--- config.mk ---
export PLATFORM = sky130hd
export DESIGN_NAME = itg_div
export DESIGN_NICKNAME = d
export VERILOG_FILES = /design/src/rtl/assert_macros.svh /design/src/rtl/itg_pkg.sv /design/src/rtl/itg_div.sv
export SDC_FILE = /design/constraint.sdc
export NUM_CORES = 1
export LEC_CHECK = 0
export BUFFER_PORTS_ARGS = -buffer_cell sky130_fd_sc_hd__buf_2
export CORE_ASPECT_RATIO = 0.7
export CORE_MARGIN = 2
export CORE_UTILIZATION = 45
export DETAILED_ROUTE_END_ITERATION = 16
export HOLD_SLACK_MARGIN = 0.06
export PLACE_DENSITY = 0.72
export SETUP_SLACK_MARGIN = 0.4
export SLEW_MARGIN = 10
export SYNTH_ARGS = -nofsm -noshare
export SYNTH_HDL_FRONTEND = slang
export SYNTH_SLANG_ARGS = --single-unit
--- constraint.sdc ---
create_clock -name clk_i -period 5.6 [get_ports clk_i]
set_clock_uncertainty 0.1 [all_clocks]
set_input_delay 1.12 -clock clk_i [delete_from_list [all_inputs] [get_ports clk_i]]
set_output_delay 1.12 -clock clk_i [all_outputs]
set_load 0.05 [all_outputs]
--- src/rtl/assert_macros.svh ---
// ----------------------------------------------------------------------------
// assert_macros.svh
// concurrent assertion shorthands, clocked on clk_i and held off in reset
// ----------------------------------------------------------------------------
`ifndef ASSERT_MACROS_SVH
`define ASSERT_MACROS_SVH

// same-cycle implication
`define ITG_ASSERT_IMP(lbl, ante, cons, msg) \
  lbl: assert property (@(posedge clk_i) disable iff (!rst_ni) (ante) |-> (cons)) \
    else $error(msg);

// next-cycle implication
`define ITG_ASSERT_NXT(lbl, ante, cons, msg) \
  lbl: assert property (@(posedge clk_i) disable iff (!rst_ni) (ante) |=> (cons)) \
    else $error(msg);

`endif

--- src/rtl/itg_pkg.sv ---
// ----------------------------------------------------------------------------
// itg_pkg
// shared types, constants and helpers of the tile grid generator
// ----------------------------------------------------------------------------
package itg_pkg;

  localparam int DimBits  = 16;
  localparam int CntBits  = 32;
  localparam int DivDw    = DimBits;
  localparam int DivRw    = 32;
  localparam int IterBits = 6;
  localparam int CfgIdxBits = 3;

  // the pixel budget 8000000 is 15625 shifted left by 9; the odd factor is
  // divided out by a reciprocal multiply that is exact over the given range
  localparam logic [13:0] BudgetOdd        = 14'd15625;
  localparam logic [23:0] RecipNarrow      = 24'd8796094;    // operand below 2^23
  localparam int          RecipNarrowShift = 37;
  localparam logic [30:0] RecipWide        = 31'd1125899907; // operand below 2^30
  localparam int          RecipWideShift   = 44;

  localparam logic [IterBits-1:0] DivItersDim  = 6'd16;

  localparam logic [CfgIdxBits-1:0] CfgAutoSplit   = 3'd0;
  localparam logic [CfgIdxBits-1:0] CfgImageWidth  = 3'd1;
  localparam logic [CfgIdxBits-1:0] CfgImageHeight = 3'd2;
  localparam logic [CfgIdxBits-1:0] CfgTileWidth   = 3'd3;
  localparam logic [CfgIdxBits-1:0] CfgBandHeight  = 3'd4;
  localparam logic [CfgIdxBits-1:0] CfgFrameCount  = 3'd5;

  typedef struct packed {
    logic restart;
  } cmd_t;

  typedef struct packed {
    logic valid;
    cmd_t cmd;
  } cmd_head_t;

  typedef struct packed {
    logic [DimBits-1:0] tile_x;
    logic [DimBits-1:0] tile_y;
    logic [DimBits-1:0] tile_w;
    logic [DimBits-1:0] tile_h;
    logic [CntBits-1:0] tile_number;
    logic               last_tile;
  } res_t;

  typedef struct packed {
    logic push;
    res_t res;
  } res_wr_t;

  typedef struct packed {
    logic                start;
    logic [DivDw-1:0]    dividend;
    logic [DivRw-1:0]    divisor;
    logic [IterBits-1:0] iters;
  } div_req_t;

  typedef struct packed {
    logic             busy;
    logic             done;
    logic [DivDw-1:0] quot;
    logic [DivRw-1:0] rem;
  } div_rsp_t;

  // a dimension that reads zero counts as one
  function automatic logic [DimBits-1:0] at_least_one(input logic [DimBits-1:0] v);
    return (v == '0) ? {{(DimBits-1){1'b0}}, 1'b1} : v;
  endfunction

endpackage

--- src/rtl/itg_div.sv ---
// ----------------------------------------------------------------------------
// itg_div
// shared restoring divider, one quotient bit per cycle
// ----------------------------------------------------------------------------
module itg_div (
  input  logic              clk_i,
  input  logic              rst_ni,
  input  itg_pkg::div_req_t req_i,
  output itg_pkg::div_rsp_t rsp_o
);
  import itg_pkg::*;

  logic                busy_q, busy_d;
  logic                done_q, done_d;
  logic [IterBits-1:0] cnt_q, cnt_d;
  logic [DivDw-1:0]    d_q;
  logic [DivRw-1:0]    r_q;
  logic [DivRw-1:0]    dvs_q;
  logic [DivRw:0]      trial;
  logic [DivRw:0]      diff;
  logic                ge;

  // shift the next dividend bit into the partial remainder
  assign trial = {r_q, d_q[DivDw-1]};
  assign ge    = (trial >= {1'b0, dvs_q});
  assign diff  = trial - {1'b0, dvs_q};

  assign rsp_o.busy = busy_q;
  assign rsp_o.done = done_q;
  assign rsp_o.quot = d_q;
  assign rsp_o.rem  = r_q;

  always_comb begin
    busy_d = busy_q;
    done_d = 1'b0;
    cnt_d  = cnt_q;
    if (req_i.start) begin
      busy_d = 1'b1;
      cnt_d  = req_i.iters;
    end else if (busy_q) begin
      cnt_d = cnt_q - {{(IterBits-1){1'b0}}, 1'b1};
      if (cnt_q == {{(IterBits-1){1'b0}}, 1'b1}) begin
        busy_d = 1'b0;
        done_d = 1'b1;
      end
    end
  end

  always_ff @(posedge clk_i or negedge rst_ni) begin
    if (!rst_ni) begin
      busy_q <= 1'b0;
      done_q <= 1'b0;
      cnt_q  <= '0;
    end else begin
      busy_q <= busy_d;
      done_q <= done_d;
      cnt_q  <= cnt_d;
    end
  end

  always_ff @(posedge clk_i) begin
    if (req_i.start) begin
      d_q   <= req_i.dividend;
      r_q   <= '0;
      dvs_q <= req_i.divisor;
    end else if (busy_q) begin
      d_q <= {d_q[DivDw-2:0], ge};
      r_q <= ge ? diff[DivRw-1:0] : trial[DivRw-1:0];
    end
  end

endmodule

Word level (Yosys, flattened, before mapping)
Index checks and enable logic that the tools add are counted.
{ "totals": {"out_inout_bits": 50, "ff_bits": 88} }
{ "classes": {"n_addsub": 2, "magnitude_cmp": 1, "eq_ne": 1, "muxes": 11, "n_reduce_logical": 1} }
{ "op_table": {"columns": ["operator", "n"], "rows": [
  ["33-bit by 32-bit greater-or-equal comparator with 1-bit output", 1],
  ["16-bit two-way mux", 2],
  ["32-bit two-way mux", 1],
  ["32-bit subtractor", 1],
  ["6-bit two-way mux", 2],
  ["6-bit by 1-bit == test with 1-bit output (second input constant)", 1],
  ["1-bit two-way mux", 6],
  ["6-bit by 1-bit subtractor with 6-bit output (second input constant)", 1],
  ["2-bit nonzero test", 1]
]} }

Longest topological paths before layout
{ "depth": {"ltp_word": 4, "mapped_depth": 14, "depth_no_buf": 12} }

Worst setup path after synthesis
Ideal clock, no wire load.
{ "synth_timing": {"path_kind": "register to register", "start": "register d_q[15]", "end": "register r_q[24]", "period_less_slack_ps": 3170, "arrival_ps": 2984, "n_path_buf": 0, "setup_slack_ps": 2430, "stages_incl_launch_ff": 13, "path_cell_list": "edfxtp_1 > inv_1 > ha_1 > fa_1 > nor2b_1 > o31a_1 > o22ai_1 > o32ai_2 > a21boi_0 > o21ai_1 > xor2_1 > mux2i_1 > a211oi_1"} }
{ "synth_between": {"elab_chain_cells": 2, "elab_cells_between_ends": 3} }
{ "synth_lines": {"columns": ["item", "line", "rtl"], "rows": [
  ["start: declaration", "itg_div.sv:16", "logic [DivDw-1:0] d_q;"],
  ["start signal: assignment", "itg_div.sv:63", "d_q <= req_i.dividend;"],
  ["start signal: assignment", "itg_div.sv:67", "d_q <= {d_q[DivDw-2:0], ge};"],
  ["32-bit subtractor / 33-bit by 32-bit greater-or-equal comparator with 1-bit output (equally long branches)", "itg_div.sv:26, itg_div.sv:25", null],
  ["32-bit two-way mux *", "itg_div.sv:68", "r_q <= ge ? diff[DivRw-1:0] : trial[DivRw-1:0];"],
  ["end signal: assignment", "itg_div.sv:68", null],
  ["end: declaration", "itg_div.sv:17", "logic [DivRw-1:0] r_q;"]
]} }
Mark *: on every way between the ends. The rest lies on a longest branch, timed or not.
A chain may end at the register's enable or synchronous reset.

Worst setup path in the final report
Ends and elaborated chain as after synthesis.

==> flow_summary_export.csv <==
group,metric,value,unit
status,status,"finished, final reports clean",
drt,initialDrtViolationCount,219,
sta,final-hold-violation-count,0,
clocking,clk_latency,350,ps
sta,max_slew_margin,0.506,
synth,yosysUniqueCellTypes,64,
floorplan,dieArea,12400,um^2
worst_setup_path,r2r_slack,2350,ps
clocking,cts_hold_buf,0,
layout,final_cell_mix,"buf_2 (105), edfxtp_1 (48), inv_1 (43), nor2_1 (39), ha_1 (34)",
drt,finalWirelength,11.6,mm
clocking,post_cts_buffers,0,
run,maxCapViolations,0,
floorplan,start_util,0.467,
worst_setup_path,rr_worst_depth,12,
layout,final_cell_area,6080,um^2
global_route,grt_pass1_vias,3867,
floorplan,io_pins,107,
placement,gp_congestion,0.856,
synth,synth_area,5200,um^2
hold_path,hp-start,"r_q[31]",
hold_path,min_path_cells,2,
global_route,grt_pass1_wl,19.2,mm
layout,drive_above_1_share,0.255,
worst_setup_path,regToRegEndpoint,"r_q[24]",
clocking,cts-root-buf,"clkbuf_16",
floorplan,die_x,132,um
sta,maxSlewViolCount,0,
worst_setup_path,r2r_start,"d_q[15]",
sta,period_share,0.580,
drt,firstDrtPassIters,4,
drt,num_vias,4045,
layout,final_common_cell,"buf_2",
power_and_ir_drop,ir_worst_vdd,0.187,mV
global_route,grt_overflow_total,0,
drt,wl_per_cell,15.3,um
synth,ys_seq_area_frac,0.439,
synth,async_reset_ff_frac,0.0909,
sta,worst_slew_pin_slew,738,ps
sta,tns,0,ps
layout,syn_to_final_growth,16.9,%
sta,rsz0062_at_grt,"no",
placement,hpwl,8.47,mm
global_route,grt_use_total,0.193,
power_and_ir_drop,power_density,429,nW/um^2
synth,synth_edf_count,48,
power_and_ir_drop,leakagePower,2.70,nW
drt,drc,0,
layout,nNetsFinal,694,
clocking,cts_tree,"built",
global_route,grt_antenna_before_repair,0,
worst_setup_path,crit_arrival,3400,ps
floorplan,core,11100,um^2
synth,synth-seq-cells,88,
synth,syn_area_per_cell,10.3,um^2
floorplan,row_count,32,
worst_setup_path,crit_type,"reg2reg",
clocking,post_cts_resized,0,
worst_setup_path,cp_max_fo,6,
power_and_ir_drop,p_total,2.61,mW
layout,diodes,0,
worst_setup_path,crit_required,5750,ps
synth,ys.flop_type,"edfxtp_1",
synth,syn_inst,503,
hold_path,min_path_type,"reg2reg",
clocking,numCtsBuffers,9,
drt,drt-vias-per-instance,5.32,
synth,synth_fp_nets,595,
placement,io_buffers,106,
sta,fmax,0.308,GHz
clocking,clk_pin_slew,70,ps
synth,ys_warn_count,0,
drt,final_antenna_net_count,0,
sta,setup_viol,0,
sta,period_minus_slack,3250,ps
clocking,h-tree-depth,3,
hold_path,hold_end,"r_q[31]",
placement,placed_area,5810,um^2
floorplan,die_h,93.9,um
clocking,cts_buffer_depth,2,
worst_setup_path,cp-start-kind,"flip-flop",
global_route,grt_max_degree,56,
clocking,clock_sinks,88,
worst_setup_path,endpoint_kind,"flip-flop",
worst max-delay path: stages (launching register included):
cell and delay, ps:
edfxtp_1 360, inv_1 50, ha_1 220, fa_1 400
nor2b_1 160, o31a_1 160, o22ai_1 170, o32ai_2 540
a21boi_0 270, o21ai_1 210, xor2_1 170, mux2i_1 90
a211oi_1 250
kinds of logic (layout without fill, tap and decap cells):
| kind of cell | after synthesis | count (layout) | synth area share |
|---|---|---|---|
| AOI/OAI and AO/OA | 132 | 132 | 0.175 |
| and+or+nand+nor | 112 | 112 | 0.104 |
| xor gates and xnor gates | 32 | 32 | 0.0539 |
| DFF | 88 | 88 | 0.439 |
| adders and majority gates | 35 | 35 | 0.0857 |
| muxes | 41 | 41 | 0.0866 |
| buffers and inverters | 63 | 167 | 0.0556 |
synth_stat cells (3+ instances only):
| cell type | n | area share |
|---|---|---|
| a211oi_1 | 23 | 0.033 |
| ha_1 | 34 | 0.082 |
| nand2_1 | 29 | 0.021 |
| mux2i_1 | 21 | 0.040 |
| a22o_1 | 4 | 0.0067 |
| edfxtp_1 | 48 | 0.28 |
| nand2b_1 | 6 | 0.0072 |
| nor3_1 | 6 | 0.0058 |
| nor2_1 | 39 | 0.028 |
| o21ai_0 | 27 | 0.026 |
| mux2_4 | 4 | 0.012 |
| xnor2_1 | 19 | 0.032 |
| nand4_1 | 8 | 0.0096 |
| nand3_1 | 5 | 0.0048 |
| a21oi_1 | 30 | 0.029 |
| a21o_1 | 7 | 0.010 |
| mux2_2 | 16 | 0.035 |
| inv_1 | 43 | 0.031 |
| nor2b_1 | 4 | 0.0048 |
| dfrtp_1 | 8 | 0.038 |
| clkbuf_1 | 13 | 0.0094 |
| o21ai_1 | 3 | 0.0029 |
| dfxtp_1 | 32 | 0.12 |
| a32oi_1 | 4 | 0.0067 |
| xor2_1 | 13 | 0.022 |
| a31oi_1 | 3 | 0.0036 |
| o21a_1 | 6 | 0.0087 |
sequential cells by signal, summed over array words and instances (netlist names):
signal	cells
r_q	32
d_q	16
done_q	1
cnt_q	6
busy_q	1
dvs_q	32
area by class of cell:
type                       instances  area (um^2)
clock buffer                      11          233
timing repair buffer             108          548
tap                              153          191
fill                            1075         5050
clock inverter                     5         33.8
multi-input combinational        352         2630
sequential                        88         2280
inverter                          43          161
how the worst max path moves through the flow:
| stage | start | to | depth (start not counted) |
|---|---|---|---|
| floorplan | d_q[15] | r_q[24] | 12 |
| global route | d_q[15] | r_q[24] | 12 |
| CTS | d_q[15] | r_q[24] | 12 |
| detailed placement | d_q[15] | r_q[24] | 12 |
| finish | d_q[15] | r_q[24] | 12 |
| global placement | d_q[15] | r_q[24] | 12 |
power by group:
part	total [mW]	leakage, nW	internal, mW	switching (mW)
Clock	0.561	0.127	0.301	0.261
Sequential	0.879	0.839	0.791	0.0883
Combinational	1.17	1.74	0.426	0.741
Total	2.61	2.70	1.52	1.09
stage by stage:
step	cells	setup slack (ps)	util	hold slack, ps
2_1_floorplan	503	2430	-	440
3_3_place_gp	744	2550	0.522	384
3_5_place_dp	744	2470	0.522	394
4_1_cts	760	2410	0.546	407
5_1_grt	760	2110	0.546	434
6_report	760	2350	0.546	402
metal layers:
layer  up-vias  track usage  share of wire
li1       2030            -              -
met4         0       0.0466         0.0036
met1      1905        0.273           0.50
met3         4       0.0545          0.063
met2       106        0.294           0.44
met5         -            0              0
Note: power is estimated with default switching activity, not from simulation.
