**src/rtl/assert_macros.svh**
```systemverilog
// ----------------------------------------------------------------------------
// assert_macros.svh
// concurrent assertion shorthands, clocked on clk_i and held off in reset
// ----------------------------------------------------------------------------
`ifndef ASSERT_MACROS_SVH
`define ASSERT_MACROS_SVH

// same-cycle implication
`define ITG_ASSERT_IMP(lbl, ante, cons, msg) \
  lbl: assert property (@(posedge clk_i) disable iff (!rst_ni) (ante) |-> (cons)) \
    else $error(msg);

// next-cycle implication
`define ITG_ASSERT_NXT(lbl, ante, cons, msg) \
  lbl: assert property (@(posedge clk_i) disable iff (!rst_ni) (ante) |=> (cons)) \
    else $error(msg);

`endif

```
**src/rtl/itg_pkg.sv**
```systemverilog
// ----------------------------------------------------------------------------
// itg_pkg
// shared types, constants and helpers of the tile grid generator
// ----------------------------------------------------------------------------
package itg_pkg;

  localparam int DimBits  = 16;
  localparam int CntBits  = 32;
  localparam int DivDw    = DimBits;
  localparam int DivRw    = 32;
  localparam int IterBits = 6;
  localparam int CfgIdxBits = 3;

  // the pixel budget 8000000 is 15625 shifted left by 9; the odd factor is
  // divided out by a reciprocal multiply that is exact over the given range
  localparam logic [13:0] BudgetOdd        = 14'd15625;
  localparam logic [23:0] RecipNarrow      = 24'd8796094;    // operand below 2^23
  localparam int          RecipNarrowShift = 37;
  localparam logic [30:0] RecipWide        = 31'd1125899907; // operand below 2^30
  localparam int          RecipWideShift   = 44;

  localparam logic [IterBits-1:0] DivItersDim  = 6'd16;

  localparam logic [CfgIdxBits-1:0] CfgAutoSplit   = 3'd0;
  localparam logic [CfgIdxBits-1:0] CfgImageWidth  = 3'd1;
  localparam logic [CfgIdxBits-1:0] CfgImageHeight = 3'd2;
  localparam logic [CfgIdxBits-1:0] CfgTileWidth   = 3'd3;
  localparam logic [CfgIdxBits-1:0] CfgBandHeight  = 3'd4;
  localparam logic [CfgIdxBits-1:0] CfgFrameCount  = 3'd5;

  typedef struct packed {
    logic restart;
  } cmd_t;

  typedef struct packed {
    logic valid;
    cmd_t cmd;
  } cmd_head_t;

  typedef struct packed {
    logic [DimBits-1:0] tile_x;
    logic [DimBits-1:0] tile_y;
    logic [DimBits-1:0] tile_w;
    logic [DimBits-1:0] tile_h;
    logic [CntBits-1:0] tile_number;
    logic               last_tile;
  } res_t;

  typedef struct packed {
    logic push;
    res_t res;
  } res_wr_t;

  typedef struct packed {
    logic                start;
    logic [DivDw-1:0]    dividend;
    logic [DivRw-1:0]    divisor;
    logic [IterBits-1:0] iters;
  } div_req_t;

  typedef struct packed {
    logic             busy;
    logic             done;
    logic [DivDw-1:0] quot;
    logic [DivRw-1:0] rem;
  } div_rsp_t;

  // a dimension that reads zero counts as one
  function automatic logic [DimBits-1:0] at_least_one(input logic [DimBits-1:0] v);
    return (v == '0) ? {{(DimBits-1){1'b0}}, 1'b1} : v;
  endfunction

endpackage

```
**src/rtl/itg_front.sv**
```systemverilog
// ----------------------------------------------------------------------------
// itg_front
// request queue: takes items from the push side and hands them to the sequencer
// ----------------------------------------------------------------------------
module itg_front (
  input  logic              clk_i,
  input  logic              rst_ni,
  input  logic              push,
  output logic              full,
  input  logic              restart_i,
  output itg_pkg::cmd_head_t head_o,
  input  logic              pop_i
);
  import itg_pkg::*;

  cmd_t       mem_q [2];
  logic       wr_ptr_q, wr_ptr_d;
  logic       rd_ptr_q, rd_ptr_d;
  logic [1:0] count_q, count_d;
  logic       do_push, do_pop;

  assign full    = (count_q == 2'd2);
  assign do_push = push && !full;
  assign do_pop  = pop_i && (count_q != 2'd0);

  assign head_o.valid       = (count_q != 2'd0);
  assign head_o.cmd         = mem_q[rd_ptr_q];

  always_comb begin
    wr_ptr_d = do_push ? !wr_ptr_q : wr_ptr_q;
    rd_ptr_d = do_pop ? !rd_ptr_q : rd_ptr_q;
    count_d  = count_q;
    if (do_push && !do_pop) begin
      count_d = count_q + 2'd1;
    end else if (do_pop && !do_push) begin
      count_d = count_q - 2'd1;
    end
  end

  always_ff @(posedge clk_i or negedge rst_ni) begin
    if (!rst_ni) begin
      wr_ptr_q <= 1'b0;
      rd_ptr_q <= 1'b0;
      count_q  <= 2'd0;
    end else begin
      wr_ptr_q <= wr_ptr_d;
      rd_ptr_q <= rd_ptr_d;
      count_q  <= count_d;
    end
  end

  always_ff @(posedge clk_i) begin
    if (do_push) begin
      mem_q[wr_ptr_q].restart <= restart_i;
    end
  end

endmodule

```
**config.mk**
```make
export PLATFORM = sky130hd
export DESIGN_NAME = itg_front
export DESIGN_NICKNAME = d
export VERILOG_FILES = /design/src/rtl/assert_macros.svh /design/src/rtl/itg_pkg.sv /design/src/rtl/itg_front.sv
export SDC_FILE = /design/constraint.sdc
export NUM_CORES = 1
export LEC_CHECK = 0
export ABC_AREA = 1
export BUFFER_PORTS_ARGS = -buffer_cell sky130_fd_sc_hd__buf_2
export CORE_AREA = 2 2 39 41
export CTS_BUF_LIST = sky130_fd_sc_hd__clkbuf_16
export DETAILED_ROUTE_END_ITERATION = 10
export DIE_AREA = 0 0 41 43
export PLACE_DENSITY_LB_ADDON = 0.2
export SKIP_LAST_GASP = 1
export SLEW_MARGIN = 20
export SYNTH_ARGS = -nofsm -noshare
export SYNTH_HDL_FRONTEND = slang
export SYNTH_SLANG_ARGS = --single-unit
```
**constraint.sdc**
```tcl
create_clock -name clk_i -period 1.59 [get_ports clk_i]
set_input_delay 0.159 -clock clk_i [delete_from_list [all_inputs] [get_ports clk_i]]
set_output_delay 0.159 -clock clk_i [all_outputs]
set_load 0.005 [all_outputs]
```
# After elaboration in Yosys (flattened, before gate mapping)
# Memories as Yosys holds them, arrays and structs flattened.
# Cells that the tools add are included.
[classes] eq_ne=1 n_addsub=2 n_reduce_logical=11 mux=4
[ops] cell="1-bit zero test" count=5
[ops] cell="1-bit logical AND" count=4
[ops] cell="2-bit 2-to-1 mux" count=2
[ops] cell="2-bit nonzero test" count=2
[ops] cell="2-bit by 1-bit adder with 2-bit output (second input constant)" count=1
[ops] cell="2-bit == test (second input constant)" count=1
[ops] cell="1-bit 2-to-1 mux" count=2
[ops] cell="2-bit by 1-bit subtractor with 2-bit output (second input constant)" count=1
[totals] ff_bits=4 wordCells=22 inputBits=5 mem_count=1 ramBits=2
[mem_list] memory="mem_q" words=2 word_bits=1 read_ports=1 rd_clocked_by_memory_dff=0 write_ports=1 line_no="itg_front.sv:16" rtl="cmd_t mem_q [2];"

# Logic depth before layout (Yosys ltp)
[logic_depth] depth_word=7 depth_mapped=9 mapped_depth_nobuf=9

# Least setup slack after synthesis
# Ideal clock, no wire load.
[synth_timing] path_kind="register to register" from="register count_q[0]" to="register count_q[1]" arrival_ns=1.190 t_required_ns=1.474 synth_period_minus_slack_ns=1.306 path_stages_with_launch=9 path_slack_ns=0.284 path_cell_list="dfrtp_1 > nor2_2 > nor2_4 > ha_1 > inv_1 > nand2_1 > nand2_1 > nand3_1 > nand2_1"
[synth_between] elab_chain_cells=6 word_cells_on_any_way=14 cone_classes="2 x add/sub; 1 x eq/ne; 2 x mux; 9 x reduce/logical"
[synth_lines] item="from (decl)" line_no="itg_front.sv:19" rtl="logic [1:0] count_q, count_d;"
[synth_lines] item="from (signal assigned)" line_no="itg_front.sv:48" rtl="count_q <= count_d;"
[synth_lines] item="2-bit == test (*)" line_no="itg_front.sv:22" rtl="assign full = (count_q == 2'd2);"
[synth_lines] item="named net full" line_no="itg_front.sv:9" rtl="output logic full,"
[synth_lines] item="1-bit zero test (*)" line_no="itg_front.sv:23" rtl="assign do_push = push && !full;"
[synth_lines] item="1-bit logical AND (*)" line_no="itg_front.sv:23"
[synth_lines] item="1-bit zero test" line_no="itg_front.sv:35" rtl="end else if (do_pop && !do_push) begin"
[synth_lines] item="1-bit logical AND" line_no="itg_front.sv:35"
[synth_lines] item="2-bit nonzero test (no line)"
# Mark *: on every way through the listed nets, which the timed path passes. The rest lies on a longest branch. The select of a mux whose other input is x is not followed.
# A chain may end at the register's enable or synchronous reset.

# Worst setup path in the final report
[layout_timing] from="register count_q[0]" to="register count_q[1]"
[layout_between] elab_chain_cells=6 word_cells_on_any_way=14 cone_classes="2 x add/sub; 1 x eq/ne; 2 x mux; 9 x reduce/logical"
[layout_lines] item="2-bit == test" line_no="itg_front.sv:22"
[layout_lines] item="1-bit zero test" line_no="itg_front.sv:23"
[layout_lines] item="1-bit logical AND" line_no="itg_front.sv:23"
[layout_lines] item="1-bit zero test" line_no="itg_front.sv:35"
[layout_lines] item="1-bit logical AND" line_no="itg_front.sv:35"
[layout_lines] item="2-bit nonzero test (no line)"
# Parallel ways exist; a longest one is shown, timed or not. The select of a mux whose other input is x is not followed.

==> impl_metrics.ini <==
[grt]
antenna_found_initial = 0
largest_net_degree_at_the_start_of_global_routing = 6
first_global_vias = 273
grt_pass1_wl_mm = 1.035
globalRouteTotalUtil_pct = 9.302
globalRoute.totalOverflow = 0

[worst_setup_path]
worstPathRequired_ns = 1.70
timing_worst_setup_path_type = reg2reg
arrival_ns = 1.49
path_max_fanout = 5
ff2ff_path_depth = 8
cp-start-kind = flop
end_kind = flop

[timing]
timing.max_slew.rel_slack_pct = 87.65
max_freq_mhz = 726.7
tns_ns = 0
finalSetupViolCount = 0
hold_viol = 0
worst_clock_skew_ns = 0.004910
slew_viol_final = 0
worst_pin_slew_ns = 0.1853
final_min_period_over_clock_period_pct = 86.54
layout_min_cycle_time_ns = 1.376
grt_setup_unrepaired = no

[logic_synthesis]
syn_nets = 44
yosys.cell_count.top_type = sky130_fd_sc_hd__nand2_1
synth_top_area_cell = sky130_fd_sc_hd__dfrtp_1
ys_seq_area_share_pct = 49.42
synth.lib_cells_used.distinct = 14
yosys_warning_total = 0
synth-edff-count = 2
yosys_reg_bits = 6
postSynth.topFlopCell = sky130_fd_sc_hd__dfrtp_1
async_reset_ff_share_pct = 66.67
yosys-top-cells-area = sky130_fd_sc_hd__dfrtp_1 31%, sky130_fd_sc_hd__edfxtp_1 19%, sky130_fd_sc_hd__nand2_1 14%
synthesis.instances = 38
syn-cell-area_um2 = 324.1
netlist_top_cells_count = 12 x sky130_fd_sc_hd__nand2_1, 4 x sky130_fd_sc_hd__dfrtp_1, 4 x sky130_fd_sc_hd__inv_1, 4 x sky130_fd_sc_hd__nand2_2, 3 x sky130_fd_sc_hd__inv_2
yosysTopAreaCellShare_pct = 30.89
synthesized_area_per_cell_um2 = 8.528

[floorplanning]
io-pin-count = 8
placement_rows = 14
floorplan.initialDensity_pct = 23.42
core_area_mm2 = 0.001384
die_width_um = 41
area_of_the_die_mm2 = 0.001763
fp.dieH_um = 43

[drt]
final_antenna_net_count = 0
drc_errors = 0
finalWirelength_um = 577
first_pass_iters = 2
post_drt_via_cell_ratio = 4.030
drt_iter0_markers = 2
routed-via-count = 266
post_drt_wl_per_cell_um = 8.742

[cts]
insertion_delay_ns = 0.23
tritoncts.num_buffers = 3
max-clock-path-buffers = 2
numClockSinks = 6
cts_tree = built
clk_root_buffer_cell = sky130_fd_sc_hd__clkbuf_16
clk_transition_reported_paths_ns = 0.04
htree_num_levels = 1
ctsResizeCount = 0

[cells_and_area]
fraction_of_layout_instances_using_a_drive_strength_above_1_pct = 38.00
final.fill_count = 147
nets = 57
final_cell_area_um2 = 467.9
num_antenna_cells = 0
final-seq-area_um2 = 160.2
multi_input_comb_area_um2 = 137.6
layout-area-overhead-vs-synth_pct = 44.40

[run_status]
run_status = completed

[placed_design]
placement.cell_area_um2 = 379.1
placement.io_buffers = 7
gp_congestion = 0.7326
dp.final_hpwl_um = 456.6

[job]
maxCapViolCount = 0

[min_path]
hold-path-cell-count = 1
worst_hold_path_type = in2reg

[pwr]
p_leak_nw = 0.2464
vdd_drop_max_uv = 648.8
powerDensity_mw_per_mm2 = 2193
power by group:
group          total, mW  switching, mW  internal [mW]
sequential         0.275         0.0462          0.229
clock              0.409         0.0836          0.326
combinational      0.342          0.202          0.140
total               1.03          0.331          0.695
cells in the final DEF (no fill, tap or decap), types with 2 or more instances in the layout:
cell | synthesis | routed
sky130_fd_sc_hd__nand2_1 | 12 | 12
sky130_fd_sc_hd__buf_2 | 0 | 7
sky130_fd_sc_hd__inv_1 | 4 | 5
sky130_fd_sc_hd__nand2_2 | 4 | 4
sky130_fd_sc_hd__dfrtp_1 | 4 | 4
sky130_fd_sc_hd__inv_2 | 3 | 3
sky130_fd_sc_hd__clkbuf_16 | 0 | 3
sky130_fd_sc_hd__nand3_1 | 2 | 2
sky130_fd_sc_hd__edfxtp_1 | 2 | 2
through the flow:
step / power [mW] / hold WS (ns) / setup WS [ns] / std cells / utilization, %
after CTS: 1.046 / 0.1242 / 0.2012 / 66 / 33.82
after global placement: 0.6251 / -0.02877 / 0.2086 / 61 / 27.40
after global routing: 1.125 / 0.1231 / 0.09028 / 66 / 33.82
after floorplan: 0.5294 / -0.1366 / 0.2840 / 38 / -
after detailed placement: 0.6221 / -0.02851 / 0.2155 / 61 / 27.40
final: 1.026 / 0.1228 / 0.2140 / 66 / 33.82
worst paths after layout:
path / from / endpoint / slack [ns]
setup reg to reg: count_q[0] / count_q[1] / 0.21
setup / recovery: count_q[0] / count_q[1] / 0.21
hold / removal: restart_i / mem_q[1] / 0.12
max in group asynchronous: rst_ni / wr_ptr_q / 1.19
hold reg to reg: count_q[1] / count_q[1] / 0.48
min in group asynchronous: rst_ni / rd_ptr_q / 0.27
metal layers:
layer	part of all wire, %	vias to the layer above	global-route usage [%]
met4	0	0	4.000
met5	0	-	0
li1	-	141	-
met2	49	6	13.75
met3	8.0	0	6.283
met1	43	119	9.868
logic make-up (layout without fill, tap and decap cells):
logic type,Yosys count,after routing,synth area share [%]
and+or+nand+nor,22,22,33.59
buffers and inverters,7,19,8.107
DFF,6,6,49.42
adders and majority gates,1,1,3.860
AOI/OAI and AO/OA,1,1,1.543
muxes,1,1,3.475
flip-flops by register name, indices dropped and copies added, names as in the netlist:
name / count
count_q: 2
wr_ptr_q: 1
rd_ptr_q: 1
mem_q: 2
critical path, cell delays in order, from the launching register on:
cell and delay [ns]:
sky130_fd_sc_hd__dfrtp_1 0.42, sky130_fd_sc_hd__nor2_2 0.19, sky130_fd_sc_hd__nor2_4 0.05, sky130_fd_sc_hd__ha_1 0.29, sky130_fd_sc_hd__inv_1 0.06, sky130_fd_sc_hd__nand2_1 0.08, sky130_fd_sc_hd__nand2_1 0.05, sky130_fd_sc_hd__nand3_1 0.06
sky130_fd_sc_hd__nand2_1 0.05
layout make-up:
class                   count  share of cell area (%)
flip-flops and latches      6                   34.22
repair buffers              8                   9.626
well taps                  16                   4.278
multi-input cells          25                   29.41
clock inverters             1                  0.8021
inverters                   7                   5.615
clock buffers               3                   16.04
repair_timing:
item                                   4_1_cts  5_1_grt
setup buffers                                0        0
endpoints found under the hold margin        4        0
hold buffers                                 1        0
No activity file was read; power rests on OpenSTA's default activity.
